<file path="src/hw/rtl/bmc_pkg.sv">
`timescale 1ns / 1ps
// ----------------------------------------------------------------------------
// bmc_pkg: shared constants for the binary matrix canonicalizer.
// Holds the key widths, the lane and merge tree sizes, and the table of the
// twenty-four column orderings, one per lane.
// ----------------------------------------------------------------------------
package bmc_pkg;

	localparam int ROW_COUNT_DEF = 8;
	localparam int NIBBLE_W      = 4;
	localparam int KEY_W         = 32;
	localparam int LANE_COUNT    = 24;
	localparam int MERGE_WIDTH   = 32;
	localparam int MERGE_LEVELS  = $clog2(MERGE_WIDTH);
	localparam int LATENCY       = 2 + MERGE_LEVELS;

	// Each entry is {p0, p1, p2, p3}: output column o takes input column p[o].
	localparam logic [7:0] PERM_TABLE [LANE_COUNT] = '{
		8'b00_01_10_11, 8'b00_01_11_10, 8'b00_10_01_11, 8'b00_10_11_01,
		8'b00_11_01_10, 8'b00_11_10_01, 8'b01_00_10_11, 8'b01_00_11_10,
		8'b01_10_00_11, 8'b01_10_11_00, 8'b01_11_00_10, 8'b01_11_10_00,
		8'b10_00_01_11, 8'b10_00_11_01, 8'b10_01_00_11, 8'b10_01_11_00,
		8'b10_11_00_01, 8'b10_11_01_00, 8'b11_00_01_10, 8'b11_00_10_01,
		8'b11_01_00_10, 8'b11_01_10_00, 8'b11_10_00_01, 8'b11_10_01_00
	};

endpackage

</file>
<file path="src/hw/rtl/bmc_merge.sv">
`timescale 1ns / 1ps
// ----------------------------------------------------------------------------
// bmc_merge: pipelined minimum over the lane keys.
// A binary tree with a register after every compare level; unused leaves hold the
// largest key so they never win.
// ----------------------------------------------------------------------------
module bmc_merge #(
	parameter int ROW_COUNT = bmc_pkg::ROW_COUNT_DEF
) (
	input  logic                                   clk,
	input  logic                                   arst_n,
	input  logic                                   in_valid,
	input  logic [bmc_pkg::NIBBLE_W*ROW_COUNT-1:0] lane_key [bmc_pkg::LANE_COUNT],
	output logic                                   out_valid,
	output logic [bmc_pkg::NIBBLE_W*ROW_COUNT-1:0] out_key
);

	localparam int KW = bmc_pkg::NIBBLE_W * ROW_COUNT;
	localparam int MW = bmc_pkg::MERGE_WIDTH;
	localparam int ML = bmc_pkg::MERGE_LEVELS;

	logic [KW-1:0] leaf   [MW];
	logic [KW-1:0] node_q [MW-1];
	logic [ML-1:0] valid_q;

	for (genvar i = 0; i < MW; i++) begin : g_leaf
		if (i < bmc_pkg::LANE_COUNT) begin : g_lane
			assign leaf[i] = lane_key[i];
		end else begin : g_pad
			assign leaf[i] = '1;
		end
	end

	for (genvar n = 0; n < MW - 1; n++) begin : g_node
		logic [KW-1:0] left;
		logic [KW-1:0] right;
		if (2*n + 1 >= MW - 1) begin : g_from_leaf
			assign left  = leaf[2*n + 1 - (MW - 1)];
			assign right = leaf[2*n + 2 - (MW - 1)];
		end else begin : g_from_node
			assign left  = node_q[2*n + 1];
			assign right = node_q[2*n + 2];
		end
		always_ff @(posedge clk) begin
			node_q[n] <= (right < left) ? right : left;
		end
	end

	always_ff @(posedge clk or negedge arst_n) begin
		if (!arst_n) begin
			valid_q <= '0;
		end else begin
			valid_q <= {valid_q[ML-2:0], in_valid};
		end
	end

	assign out_valid = valid_q[ML-1];
	assign out_key   = node_q[0];

endmodule

</file>
<file path="config.mk">
export PLATFORM = sky130hd
export DESIGN_NAME = bmc_merge
export DESIGN_NICKNAME = d
export VERILOG_FILES = /design/src/hw/rtl/bmc_pkg.sv /design/src/hw/rtl/bmc_merge.sv
export SDC_FILE = /design/constraint.sdc
export NUM_CORES = 2
export LEC_CHECK = 0
export BUFFER_PORTS_ARGS = -buffer_cell sky130_fd_sc_hd__clkbuf_2
export CORE_MARGIN = 5
export CORE_UTILIZATION = 42
export CTS_CLUSTER_SIZE = 12
export DETAILED_ROUTE_END_ITERATION = 10
export MAX_ROUTING_LAYER = met4
export REMOVE_ABC_BUFFERS = 1
export SLEW_MARGIN = 20
export SYNTH_ARGS = -nofsm -noshare
export SYNTH_HDL_FRONTEND = slang
export SYNTH_SLANG_ARGS = --single-unit
</file>
<file path="constraint.sdc">
create_clock -name clk -period 6.9 [get_ports clk]
set_clock_uncertainty 0.15 [all_clocks]
set_input_delay 0.69 -clock clk [delete_from_list [all_inputs] [get_ports clk]]
set_output_delay 0.69 -clock clk [all_outputs]
set_load 0.05 [all_outputs]
</file>
; Word level (Yosys, flattened, before mapping)
; Memory sizes are Yosys's and may differ from the RTL's.
; Index checks and enable logic that the tools add are counted.
[totals]
ff_bits = 5
ram_bits = 992
input_bits = 771
output_inout_bits = 33
elab_cells = 56
n_memories = 1
[memory_table]
columns = memory, words, width, read_ports, rd_ports_with_merged_regs, write_ports, line_no
row1 = node_q, 31, 32, 31, 0, 31, bmc_merge.sv:23  ; logic [KW-1:0] node_q [MW-1];
[classes]
magnitude_cmp = 27
mux = 27
[ops]
columns = operator, count
row1 = 32-bit < comparator, 27
row2 = 32-bit 2-to-1 mux, 27

; Depth between registers and ports, before layout
; An unclocked memory read counts as a cell.
[logic_depth]
ltp_word = 3
depth_mapped = 9
depth_no_buf = 8

; Least setup slack after synthesis
; No wires, ideal clock.
[synth_timing]
path_type = input -> register
startpoint = input port lane_key[249] in the netlist's numbering
endpoint = memory node_q[1][225] in the netlist's numbering
setup_time_ps = 121
t_arrival_ps = 2676
setup_slack_ps = 3953
stages = 8
cell_sequence = inv_1 ha_1 a21o_1 a221o_1 a221o_1 a211oi_4 buf_6 mux2_2
[synth_lines]
columns = element, line_no
row1 = start: declaration, bmc_merge.sv:13  ; input logic [bmc_pkg::NIBBLE_W*ROW_COUNT-1:0] lane_key [bmc_pkg::LANE_COUNT],
row2 = end: declaration, bmc_merge.sv:23

==> summary.txt <==
Area leader, netlist: dfxtp_1
Most frequent cell after synthesis: dfxtp_1
Critical Path Fanout Max: 17
Postcts setup bufs: 0
First-pass DRT Iterations: 5
Largest family of logic cells by synthesized area: adder cells
GR Overflow Total: 0
Area added between synthesis and finish: 19.9%
Iter 0 DRT Violations: 1,202
Layout cells sized above 1: 33.8%
Worst endpoint data arrival time: 3.98 ns
Via Count: 31,000
Post-synthesis mux area share: 19.7%
Switching power: 0.00568 W
Initial core utilization: 42.2%
Simple-gate portion of the synthesized area: 6.50%
IO Pins: 804
Post-synth EDFFs: 0
Gpl congestion: 0.906
Global-route wire length before repair: 181,000 um
Most frequent CP cell: a211o_1
Slew HR: 36.3%
DRC errors left: 0
Wire per inst: 19.1 um
Lkg Pwr: 26.1 nW
Yosys top cell area share: 36.5%
Clock Tree Buf Depth: 3
Max-slew violations: 0
CTS Hold Bufs: 1
Status: complete, no violations
Synthesized cell area: 0.0422 sq mm
Final setup viols: 0
Family with the most delay on the worst path: compound AO/OA/AOI/OAI gates
Synth warn: 0
Via/cell ratio: 4.94
HPWL Detailed: 101,000 um
Die H: 327 um
Max cap viols: 0
Root Buffer: clkbuf_16
Min Hold Slack: 0.0563 ns
# rows: 116
Worst-path clk slew: 0.06 ns
Avg Inst Size Synth: 10.4 sq um
Fill cell count: 9,131
CORE AREA: 0.0999 sq mm
RSZ-0062 raised after global routing: false
Post-Synth Adder-Cell Area: 21.2%
Vias in the first global route: 32,300
Cell Pwr Density: 336 mW/mm^2
Most frequent cells after synthesis: dfxtp_1 (768), ha_1 (713), inv_1 (713), mux2_2 (689), a21oi_1 (230)
GRT Total Usage: 22.4%
Worst Tran Pin Value: 0.953 ns
Largest net degree at the start of global routing: 33
Sw frac: 33.4%
Tcrit/Tclk final: 52.4%
Worst vdd rail ir drop: 220 uV
Sink Count: 773
Min Tclk post-route: 3.62 ns
Resize count post-CTS: 0
Max stage delay on crit path: 0.81 ns
Comb pwr share: 34.8%
Clock share of power: 28.0%
PortBufs: 803
Buf/Inv on CP: 2
H-tree depth: 3
Crit path max-delay cell type: a211oi_4
Ys async rst share: 0.647%
Yosys reg bits: 773
Antenna violations before repair: 19
CTS buffer count: 88
Cell count after synthesis: 4,057
Setup TNS Final: 0 ns
Final hold viol count: 0
Distinct cells, synth: 26
CTS tree: yes
Internal power: 0.0113 W
Die Width: 327 um
Peak Freq: 0.276 GHz
Prevailing post-synth register cell: dfxtp_1
Critical Path RT: 7.26 ns
Die ar.: 0.107 sq mm
Final ANT Viol Nets: 0
Synth top area cells: dfxtp_1 (36%), ha_1 (21%), mux2_2 (18%)
Seq/Total Area, Yosys: 36.8%
CP startpoint kind: flip-flop
Clock Latency Late Sink: 0.64 ns
Worst-path cell chain: inv_1 -> ha_1 -> a211o_1 -> a31oi_1 -> o221ai_1 -> a211o_1 -> a211oi_4 -> buf_4 -> mux2_2
Final net count: 6,389
Kind of critical path: flip-flop to flip-flop
Compound-Gate Fraction of Synth Area: 8.21%
Hold Crit Class: input port to flip-flop
Post-Synth XOR/XNOR Area: 0%
Sequential Power Share: 37.2%
Final WL: 120,000 um
Critical path capture point type: flip-flop
-- layer usage --
metal	wire length, um	track usage [%]	vias up
li1	-	-	15800
met1	51500	26.1	14300
met2	59200	39.0	656
met3	6080	4.70	189
met4	3470	6.79	0
met5	0	-	-
-- cell families (layout without fill, tap and decap cells) --
group	after synthesis	after routing
compound gates	506	506
fa+ha+maj	713	713
buf+inv	782	1695
flops	773	773
mux	736	736
other cells	0	15
simple gates	547	547
-- cell usage in the layout (no fill, tap or decap), drive strengths merged, types with 15 or more instances in the layout --
cell type	n
ha	713
o21ai	46
inv	713
nor2	110
nand4	69
a221o	46
and2	23
clkbuf	933
a221oi	23
a21o	46
nand2	179
mux2	736
nand3	69
dfxtp	768
o221ai	23
or3	23
a211o	46
a21oi	230
diode	15
nand2b	23
and4	51
a211oi	23
clkinv	16
a31oi	23
buf	23
-- metrics by stage --
step | util (%) | setup slack (ns) | cells | area (sq um) | total power (W)
2_1_floorplan | - | 2.98 | 3988 | 41600 | 0.0102
3_3_place_gp | 47.6 | 2.98 | 6112 | 47500 | 0.0123
3_5_place_dp | 47.6 | 2.96 | 6112 | 47500 | 0.0124
4_1_cts | 50.6 | 3.21 | 6268 | 50500 | 0.0173
5_1_grt | 50.6 | 3.06 | 6279 | 50600 | 0.0182
6_report | 50.6 | 3.28 | 6283 | 50600 | 0.0170
-- power groups by stage --
stage	combinational [W]	sequential, W	clock (W)
3_5_place_dp	0.00596	0.00643	0
6_report	0.00592	0.00633	0.00476
5_1_grt	0.00662	0.00647	0.00508
3_3_place_gp	0.00592	0.00643	0
4_1_cts	0.00602	0.00636	0.00490
2_1_floorplan	0.00376	0.00648	0
-- final cells by class --
| type | instances | area [sq um] | area share, % |
|---|---|---|---|
| Sequential cell | 773 | 15500 | 30.7 |
| Clock inverter | 25 | 309 | 0.611 |
| Timing Repair Buffer | 827 | 4200 | 8.31 |
| Multi-Input combinational cell | 2502 | 23500 | 46.6 |
| Antenna cell | 15 | 37.5 | 0.0742 |
| Tap cell | 1298 | 1620 | 3.21 |
| Clock buffer | 130 | 2680 | 5.29 |
| Inverter | 713 | 2680 | 5.29 |
-- worst paths after layout --
check	startpoint	endpoint	slack [ns]	cells past startpoint
setup / recovery	node_q[0][98]$_DFF_P_	node_q[0][33]$_DFF_P_	3.28	9
hold / removal	in_valid	valid_q[0]$_DFF_PN0_	0.06	1
setup reg to reg	node_q[0][98]$_DFF_P_	node_q[0][33]$_DFF_P_	3.28	9
hold reg to reg	node_q[0][164]$_DFF_P_	node_q[0][68]$_DFF_P_	0.17	0
max in group asynchronous	arst_n	valid_q[1]$_DFF_PN0_	6.19	2
min in group asynchronous	arst_n	valid_q[0]$_DFF_PN0_	0.27	2
-- registers in the layout, summed over array words and instances (netlist names) --
signal and flops:
valid_q 5, node_q 768
Note: power is estimated with default switching activity, not from simulation.
