## config.mk

```make
export PLATFORM = sky130hd
export DESIGN_NAME = bmc_lane
export DESIGN_NICKNAME = d
export VERILOG_FILES = /design/src/hw/rtl/bmc_pkg.sv /design/src/hw/rtl/bmc_lane.sv
export SDC_FILE = /design/constraint.sdc
export NUM_CORES = 1
export LEC_CHECK = 0
export BUFFER_PORTS_ARGS = -buffer_cell sky130_fd_sc_hd__buf_2
export CAP_MARGIN = 25
export CORE_UTILIZATION = 40
export CTS_CLUSTER_DIAMETER = 50
export CTS_CLUSTER_SIZE = 8
export DETAILED_ROUTE_END_ITERATION = 10
export PLACE_DENSITY = 0.61
export SYNTH_ARGS = -nofsm -noshare
export SYNTH_HDL_FRONTEND = slang
export SYNTH_SLANG_ARGS = --single-unit
```

## constraint.sdc

```tcl
create_clock -name clk -period 15.6 [get_ports clk]
set_clock_uncertainty 0.05 [all_clocks]
set_input_delay 1.56 -clock clk [delete_from_list [all_inputs] [get_ports clk]]
set_output_delay 1.56 -clock clk [all_outputs]
set_load 0.01 [all_outputs]
```

## src/hw/rtl/bmc_pkg.sv

```systemverilog
`timescale 1ns / 1ps
// ----------------------------------------------------------------------------
// bmc_pkg: shared constants for the binary matrix canonicalizer.
// Holds the key widths, the lane and merge tree sizes, and the table of the
// twenty-four column orderings, one per lane.
// ----------------------------------------------------------------------------
package bmc_pkg;

	localparam int ROW_COUNT_DEF = 8;
	localparam int NIBBLE_W      = 4;
	localparam int KEY_W         = 32;
	localparam int LANE_COUNT    = 24;
	localparam int MERGE_WIDTH   = 32;
	localparam int MERGE_LEVELS  = $clog2(MERGE_WIDTH);
	localparam int LATENCY       = 2 + MERGE_LEVELS;

	// Each entry is {p0, p1, p2, p3}: output column o takes input column p[o].
	localparam logic [7:0] PERM_TABLE [LANE_COUNT] = '{
		8'b00_01_10_11, 8'b00_01_11_10, 8'b00_10_01_11, 8'b00_10_11_01,
		8'b00_11_01_10, 8'b00_11_10_01, 8'b01_00_10_11, 8'b01_00_11_10,
		8'b01_10_00_11, 8'b01_10_11_00, 8'b01_11_00_10, 8'b01_11_10_00,
		8'b10_00_01_11, 8'b10_00_11_01, 8'b10_01_00_11, 8'b10_01_11_00,
		8'b10_11_00_01, 8'b10_11_01_00, 8'b11_00_01_10, 8'b11_00_10_01,
		8'b11_01_00_10, 8'b11_01_10_00, 8'b11_10_00_01, 8'b11_10_01_00
	};

endpackage

```

## src/hw/rtl/bmc_lane.sv

```systemverilog
`timescale 1ns / 1ps
// ----------------------------------------------------------------------------
// bmc_lane: one column ordering.
// Permutes the columns of every row, ranks the rows and packs them in
// ascending order, smallest row in the most significant nibble.
// ----------------------------------------------------------------------------
module bmc_lane #(
	parameter int ROW_COUNT  = bmc_pkg::ROW_COUNT_DEF,
	parameter int LANE_INDEX = 0
) (
	input  logic                                   clk,
	input  logic [bmc_pkg::KEY_W-1:0]              key_s1,
	output logic [bmc_pkg::NIBBLE_W*ROW_COUNT-1:0] key_s2
);

	localparam int KW = bmc_pkg::NIBBLE_W * ROW_COUNT;
	localparam int RW = $clog2(ROW_COUNT);
	localparam logic [7:0] PERM = bmc_pkg::PERM_TABLE[LANE_INDEX];

	logic [bmc_pkg::NIBBLE_W-1:0] row   [ROW_COUNT];
	logic [bmc_pkg::NIBBLE_W-1:0] remap [ROW_COUNT];
	logic [RW-1:0]                rank  [ROW_COUNT];
	logic [KW-1:0]                sorted;

	for (genvar r = 0; r < ROW_COUNT; r++) begin : g_row
		localparam int SH = bmc_pkg::NIBBLE_W * (ROW_COUNT - 1 - r);
		if (SH < bmc_pkg::KEY_W) begin : g_in
			assign row[r] = key_s1[SH +: bmc_pkg::NIBBLE_W];
		end else begin : g_zero
			assign row[r] = '0;
		end
		for (genvar o = 0; o < bmc_pkg::NIBBLE_W; o++) begin : g_col
			assign remap[r][o] = row[r][PERM[7-2*o -: 2]];
		end
	end

	// Rank is the number of rows that sort ahead; ties go by row order.
	always_comb begin
		for (int i = 0; i < ROW_COUNT; i++) begin
			rank[i] = '0;
			for (int j = 0; j < ROW_COUNT; j++) begin
				if ((remap[j] < remap[i]) || ((remap[j] == remap[i]) && (j < i))) begin
					rank[i] = rank[i] + RW'(1);
				end
			end
		end
	end

	always_comb begin
		sorted = '0;
		for (int k = 0; k < ROW_COUNT; k++) begin
			for (int i = 0; i < ROW_COUNT; i++) begin
				if (rank[i] == RW'(k)) begin
					sorted[bmc_pkg::NIBBLE_W*(ROW_COUNT-1-k) +: bmc_pkg::NIBBLE_W] =
						sorted[bmc_pkg::NIBBLE_W*(ROW_COUNT-1-k) +: bmc_pkg::NIBBLE_W]
						| remap[i];
				end
			end
		end
	end

	always_ff @(posedge clk) begin
		key_s2 <= sorted;
	end

endmodule

```

Word level (Yosys, flattened, before mapping) --
Index checks and enable logic that the tools add are counted. Widths: inputs -> output; s select.
Word-level totals: output and inout port bits 32, bits in registers 32
Operators by class: equality and inequality tests 84, add/subtract/negate cells 56, multiplexer cells 128, bitwise logic cells 56, reductions and logical operators 36, magnitude comparators 64
Operators with widths (count):
- $lt 4x4->1 | 64
- $mux 4 | 64
- $or 4x4->4 | 56
- $mux 3 | 56
- $add 3x1->3 const B | 48
- $eq 4x4->1 | 28
- $eq 3x3->1 const B | 32
- $eq 3x2->1 const B | 16
- $logic_or 1x1->1 | 28
- $eq 3x1->1 const B | 8
- $logic_not 3->1 | 8
- $add 1x1->2 const B | 8
- $mux 1 | 8

Longest topological paths before layout --
depth in word-level cells 32, gate-level depth with buffers 27

Worst setup path before layout --
No wires, ideal clock.
path type input port to flip-flop, from input port key_s1[21] (netlist bit), to register key_s2[18] (netlist bit), arrival time 6554 ps, data required time 15419 ps, path buffers 1, setup slack 8865 ps, stages 24, setup time 131 ps, cells stage by stage clkbuf_1 -> inv_1 -> ha_1 -> nor2b_1 -> o211a_1 -> o21ai_1 -> ha_1 -> and3_1 -> a211o_2 -> ha_1 -> o21a_1 -> ha_1 -> nand2_1 -> o2bb2ai_1 -> inv_1 -> ha_1 -> nand2_1 -> o21ai_0 -> ha_1 -> and2_1 -> a221oi_4 -> nor2_1 -> a2111oi_0 -> nand3_1
On the way: word-level cells in the longest chain between the ends 29
Ends and longest elaborated chain:
- from (decl) | line bmc_lane.sv:12 | input logic [bmc_pkg::KEY_W-1:0] key_s1,
- $lt 4x4->1 or $eq 4x4->1 (tied branches) | line bmc_lane.sv:42 | if ((remap[j] < remap[i]) || ((remap[j] == remap[i]) && (j < i))) begin
- $logic_or 1x1->1 | line bmc_lane.sv:42
- $mux 1 | line bmc_lane.sv:42
- $add 1x1->2 | line bmc_lane.sv:43 | rank[i] = rank[i] + RW'(1);
- $mux 3 | line bmc_lane.sv:42
- $add 3x1->3 | line bmc_lane.sv:43
- $mux 3 | line bmc_lane.sv:42
- $add 3x1->3 | line bmc_lane.sv:43
- (+14 left out)
- $mux 4 | line bmc_lane.sv:53 | if (rank[i] == RW'(k)) begin
- $or 4x4->4 | line bmc_lane.sv:56 | | remap[i];
- $mux 4 | line bmc_lane.sv:53
- $or 4x4->4 | line bmc_lane.sv:56
- $mux 4 | line bmc_lane.sv:53
- $or 4x4->4 | line bmc_lane.sv:56
- $mux 4 (*) | line bmc_lane.sv:53
- named net sorted[18] | line bmc_lane.sv:23 | logic [KW-1:0] sorted;
- to (signal assigned) | line bmc_lane.sv:63 | key_s2 <= sorted;
- to (decl) | line bmc_lane.sv:13 | output logic [bmc_pkg::NIBBLE_W*ROW_COUNT-1:0] key_s2
Mark *: on every way through the listed nets, which the timed path passes. The rest lies on a longest branch.

Final worst setup path --
from input port key_s1[1] (netlist bit), to register key_s2[18] (netlist bit)
On the way: word-level cells in the longest chain between the ends 19
Ends and longest elaborated chain (line):
- $lt 4x4->1 or $eq 4x4->1 (tied branches) | bmc_lane.sv:42
- $logic_or 1x1->1 | bmc_lane.sv:42
- $mux 1 | bmc_lane.sv:42
- $add 1x1->2 | bmc_lane.sv:43
- $mux 3 | bmc_lane.sv:42
- $add 3x1->3 | bmc_lane.sv:43
- $mux 3 | bmc_lane.sv:42
- $add 3x1->3 | bmc_lane.sv:43
- (+4 left out)
- $mux 3 | bmc_lane.sv:42
- $add 3x1->3 | bmc_lane.sv:43
- $mux 3 | bmc_lane.sv:42
- $add 3x1->3 | bmc_lane.sv:43
- $mux 3 | bmc_lane.sv:42
- $eq 3x2->1 | bmc_lane.sv:53
- $mux 4 (*) | bmc_lane.sv:53
- named net sorted[18] | bmc_lane.sv:23
Marks and branches as above.

==> impl_metrics.sql <==
INSERT INTO impl_metrics (metric_group, metric, value, unit) VALUES
('run_status', 'outcome', 'finished, final reports clean', ''),
('logic_synthesis', 'largest_area_contributor_in_the_netlist', 'ha_1', ''),
('clock_network', 'cts_buffers', '5', ''),
('drt', 'total_drc_errors_in_the_routed_layout', '0', ''),
('worst_hold_path', 'worst_hold_path_type', 'in2reg', ''),
('timing', 'rsz0062_at_grt', 'no', ''),
('floorplanning', 'design.die.area', '20300', 'sq um'),
('logic_synthesis', 'ys_top_cells_by_area', 'ha_1 25%, dfxtp_1 8.1%, nand2_1 5.3%, nor2_1 4.6%, xnor2_1 3.8%', ''),
('clock_network', 'postCtsSetupBuffers', '0', ''),
('pwr', 'p_per_area', '229', 'nW/um^2'),
('critical_path', 'critPathMaxStageDelay', '0.91', 'ns'),
('critical_path', 'path_delay_family', 'compound AO/OA/AOI/OAI gates', ''),
('critical_path', 'critical-path-top-cell-by-count', 'ha_1', ''),
('layout', 'insertedDiodeCount', '0', ''),
('timing', 'final-max-slew-violation-count', '0', ''),
('placement', 'numPortBuffers', '64', ''),
('worst_hold_path', 'min_path_cells', '3', ''),
('critical_path', 'startpoint', 'key_s1[1]', ''),
('logic_synthesis', 'share_of_async_settable_or_async_resettable_flops_after_synthesis', '0', ''),
('layout', 'biggestRegsByFlops', 'key_s2 x32', ''),
('pwr', 'power_frac_comb', '0.874', ''),
('floorplanning', 'initial_core_util', '0.415', ''),
('drt', 'vias', '8568', ''),
('worst_hold_path', 'timing.hold.worst.start', 'key_s1[2]', ''),
('logic_synthesis', 'post_synthesis_cell_type_count', '85', ''),
('pwr', 'power.share.sequential', '0.076', ''),
('floorplanning', 'fp.coreArea', '19000', 'sq um'),
('logic_synthesis', 'mappedNetlistNets', '1212', ''),
('logic_synthesis', 'synth_sequential_area_ratio', '0.0812', ''),
('logic_synthesis', 'ys_ff_latch', '32', ''),
('critical_path', 'cp-endpoint', 'key_s2[18]$_DFF_P_', ''),
('critical_path', 'category_of_the_worst_setup_path_launch_point', 'input port', ''),
('drt', 'antenna_violating_nets_post_route', '0', ''),
('floorplanning', 'pin_count', '65', ''),
('critical_path', 'cp_max_fo', '8', ''),
('logic_synthesis', 'netlist_instances', '1021', ''),
('floorplanning', 'count_of_standard_cell_rows', '50', ''),
('drt', 'routedWlPerCell', '23.3', 'um'),
('pwr', 'p_int', '0.809', 'mW'),
('drt', 'drt_first_iter_violations', '1014', ''),
('placement', 'detailed_placement_wirelength_estimate', '24700', 'um'),
('timing', 'total_setup_violations_reported_at_the_end_of_the_flow', '0', ''),
('clock_network', 'cts_root_buf', 'clkbuf_16', ''),
('clock_network', 'cts.sink_count', '32', ''),
('logic_synthesis', 'netlist_area_pre_place', '7890', 'sq um'),
('layout', 'post-route-util', '0.453', ''),
('grt', 'first_pass_grt_wire_length', '47100', 'um'),
('clock_network', 'cts_buffer_depth', '2', ''),
('clock_network', 'tritoncts', 'built', ''),
('grt', 'grt_antenna_before_repair', '0', ''),
('layout', 'drive_above_1_share', '0.113', ''),
('layout', 'largest_reg_flops', '32', ''),
('clock_network', 'htree_levels', '2', ''),
('flow_run', 'cap_viol_max_count', '0', ''),
('floorplanning', 'dieWidth', '142', 'um'),
('timing', 'period_share', '0.514', ''),
('pwr', 'power.switching', '1.17', 'mW'),
('logic_synthesis', 'synth_top_area_share', '0.251', ''),
('layout', 'nets', '1266', ''),
('grt', 'overflow', '0', ''),
('logic_synthesis', 'yosysWarnings', '0', ''),
('pwr', 'clkPwrFrac', '0.050', ''),
('grt', 'largest_net_degree_at_the_start_of_global_routing', '15', ''),
('critical_path', 'worst-setup-path-type', 'in2reg', ''),
('critical_path', 'timing.critical_path.to_type', 'flip-flop', ''),
('layout', 'synthToLayoutAreaGrowth', '9.34', '%'),
('grt', 'grtUsageTotal', '0.307', ''),
('clock_network', 'cts_repair_resize_count', '0', ''),
('timing', 'fmaxAchievable', '0.125', 'GHz'),
('pwr', 'vdd.ir_drop.worst', '77.6', 'uV'),
('clock_network', 'clk_pin_slew', '0.05', 'ns');
## cells in the mapped netlist, drive strengths merged (11+ instances only)
master and instances:
nand2 111, nand4 25, inv 63, nor2b 32
ha 158, o211ai 16, and3 16, o22ai 38
o21ai 19, dfxtp 32, xor2 15, nor2 96
a211oi 31, a221oi 12, nand2b 16, a32oi 11
o21a 13, clkbuf 15, a21oi 40, nand3 39
xnor2 45, and2 14
## worst min path at each step
stage,endpoint,slack (ns)
finish,key_s2[10]$_DFF_P_,1.59
global route,key_s2[11]$_DFF_P_,1.60
CTS,key_s2[10]$_DFF_P_,1.59
detailed placement,key_s2[10]$_DFF_P_,1.87
global placement,key_s2[10]$_DFF_P_,1.87
floorplan,key_s2[30]$_DFF_P_,1.62
## layer usage
metal	share of wire	GRT usage
met1	0.42	0.408
met5	0	0
met3	0.10	0.0622
met4	0.043	0.120
met2	0.43	0.482
## cells by family after synthesis
| logic type | after synthesis | share of synthesized area |
|---|---|---|
| buffers and inverters | 88 | 0.0441 |
| XOR/XNOR | 70 | 0.109 |
| AO/OA/AOI/OAI | 269 | 0.255 |
| multiplexers | 10 | 0.0132 |
| flip-flops | 32 | 0.0812 |
| adder cells (fa/ha/maj) | 158 | 0.251 |
| AND/OR/NAND/NOR | 394 | 0.247 |
## area by class of cell
type | instances | area [sq um]
Sequential cell | 32 | 641
Fill cell | 2004 | 10400
Timing Repair Buffer | 70 | 363
Inverter | 65 | 250
Tap cell | 260 | 325
Multi-Input combinational cell | 901 | 6900
Clock buffer | 8 | 146
## power by group through the flow
stage / clock [mW] / combinational [mW] / sequential, mW
2_1_floorplan: 0 / 1.14 / 0.170
3_3_place_gp: 0 / 1.66 / 0.152
3_5_place_dp: 0 / 1.65 / 0.152
4_1_cts: 0.0982 / 1.66 / 0.151
5_1_grt: 0.102 / 1.84 / 0.154
6_report: 0.0984 / 1.73 / 0.151
## per-stage QoR
| stage | total power, mW | area, sq um | hold WS (ns) | setup WS, ns | cells |
|---|---|---|---|---|---|
| after global routing | 2.09 | 8620 | 1.60 | 7.22 | 1336 |
| after global placement | 1.81 | 8460 | 1.87 | 7.25 | 1325 |
| final | 1.98 | 8620 | 1.59 | 7.58 | 1336 |
| after CTS | 1.91 | 8620 | 1.59 | 7.54 | 1335 |
| after floorplan | 1.31 | 7890 | 1.62 | 8.86 | 1021 |
| after detailed placement | 1.80 | 8470 | 1.87 | 7.28 | 1327 |
## cell usage in the layout (no fill, tap or decap), types with 6 or more instances in the layout
master and n:
nor2b_1 32, o21ai_0 16, xor2_1 15, a221oi_1 11, and2_1 14, nor3_1 9
xnor2_2 9, nor4_1 6, o22ai_1 38, xnor3_1 6, a22oi_1 10, xnor2_1 34
inv_1 59, a211oi_1 27, o211ai_1 15, buf_2 65, a21oi_1 38, and4_1 9
nand2_1 111, nand4_1 25, nand2b_1 16, o22a_1 6, o21a_1 13, nand3_1 39
and3_1 13, dfxtp_1 32, ha_1 158, a32oi_1 11, a21o_1 9, nor2_1 96
mux2i_1 7, o211a_1 8
No activity file was read; power rests on OpenSTA's default activity.
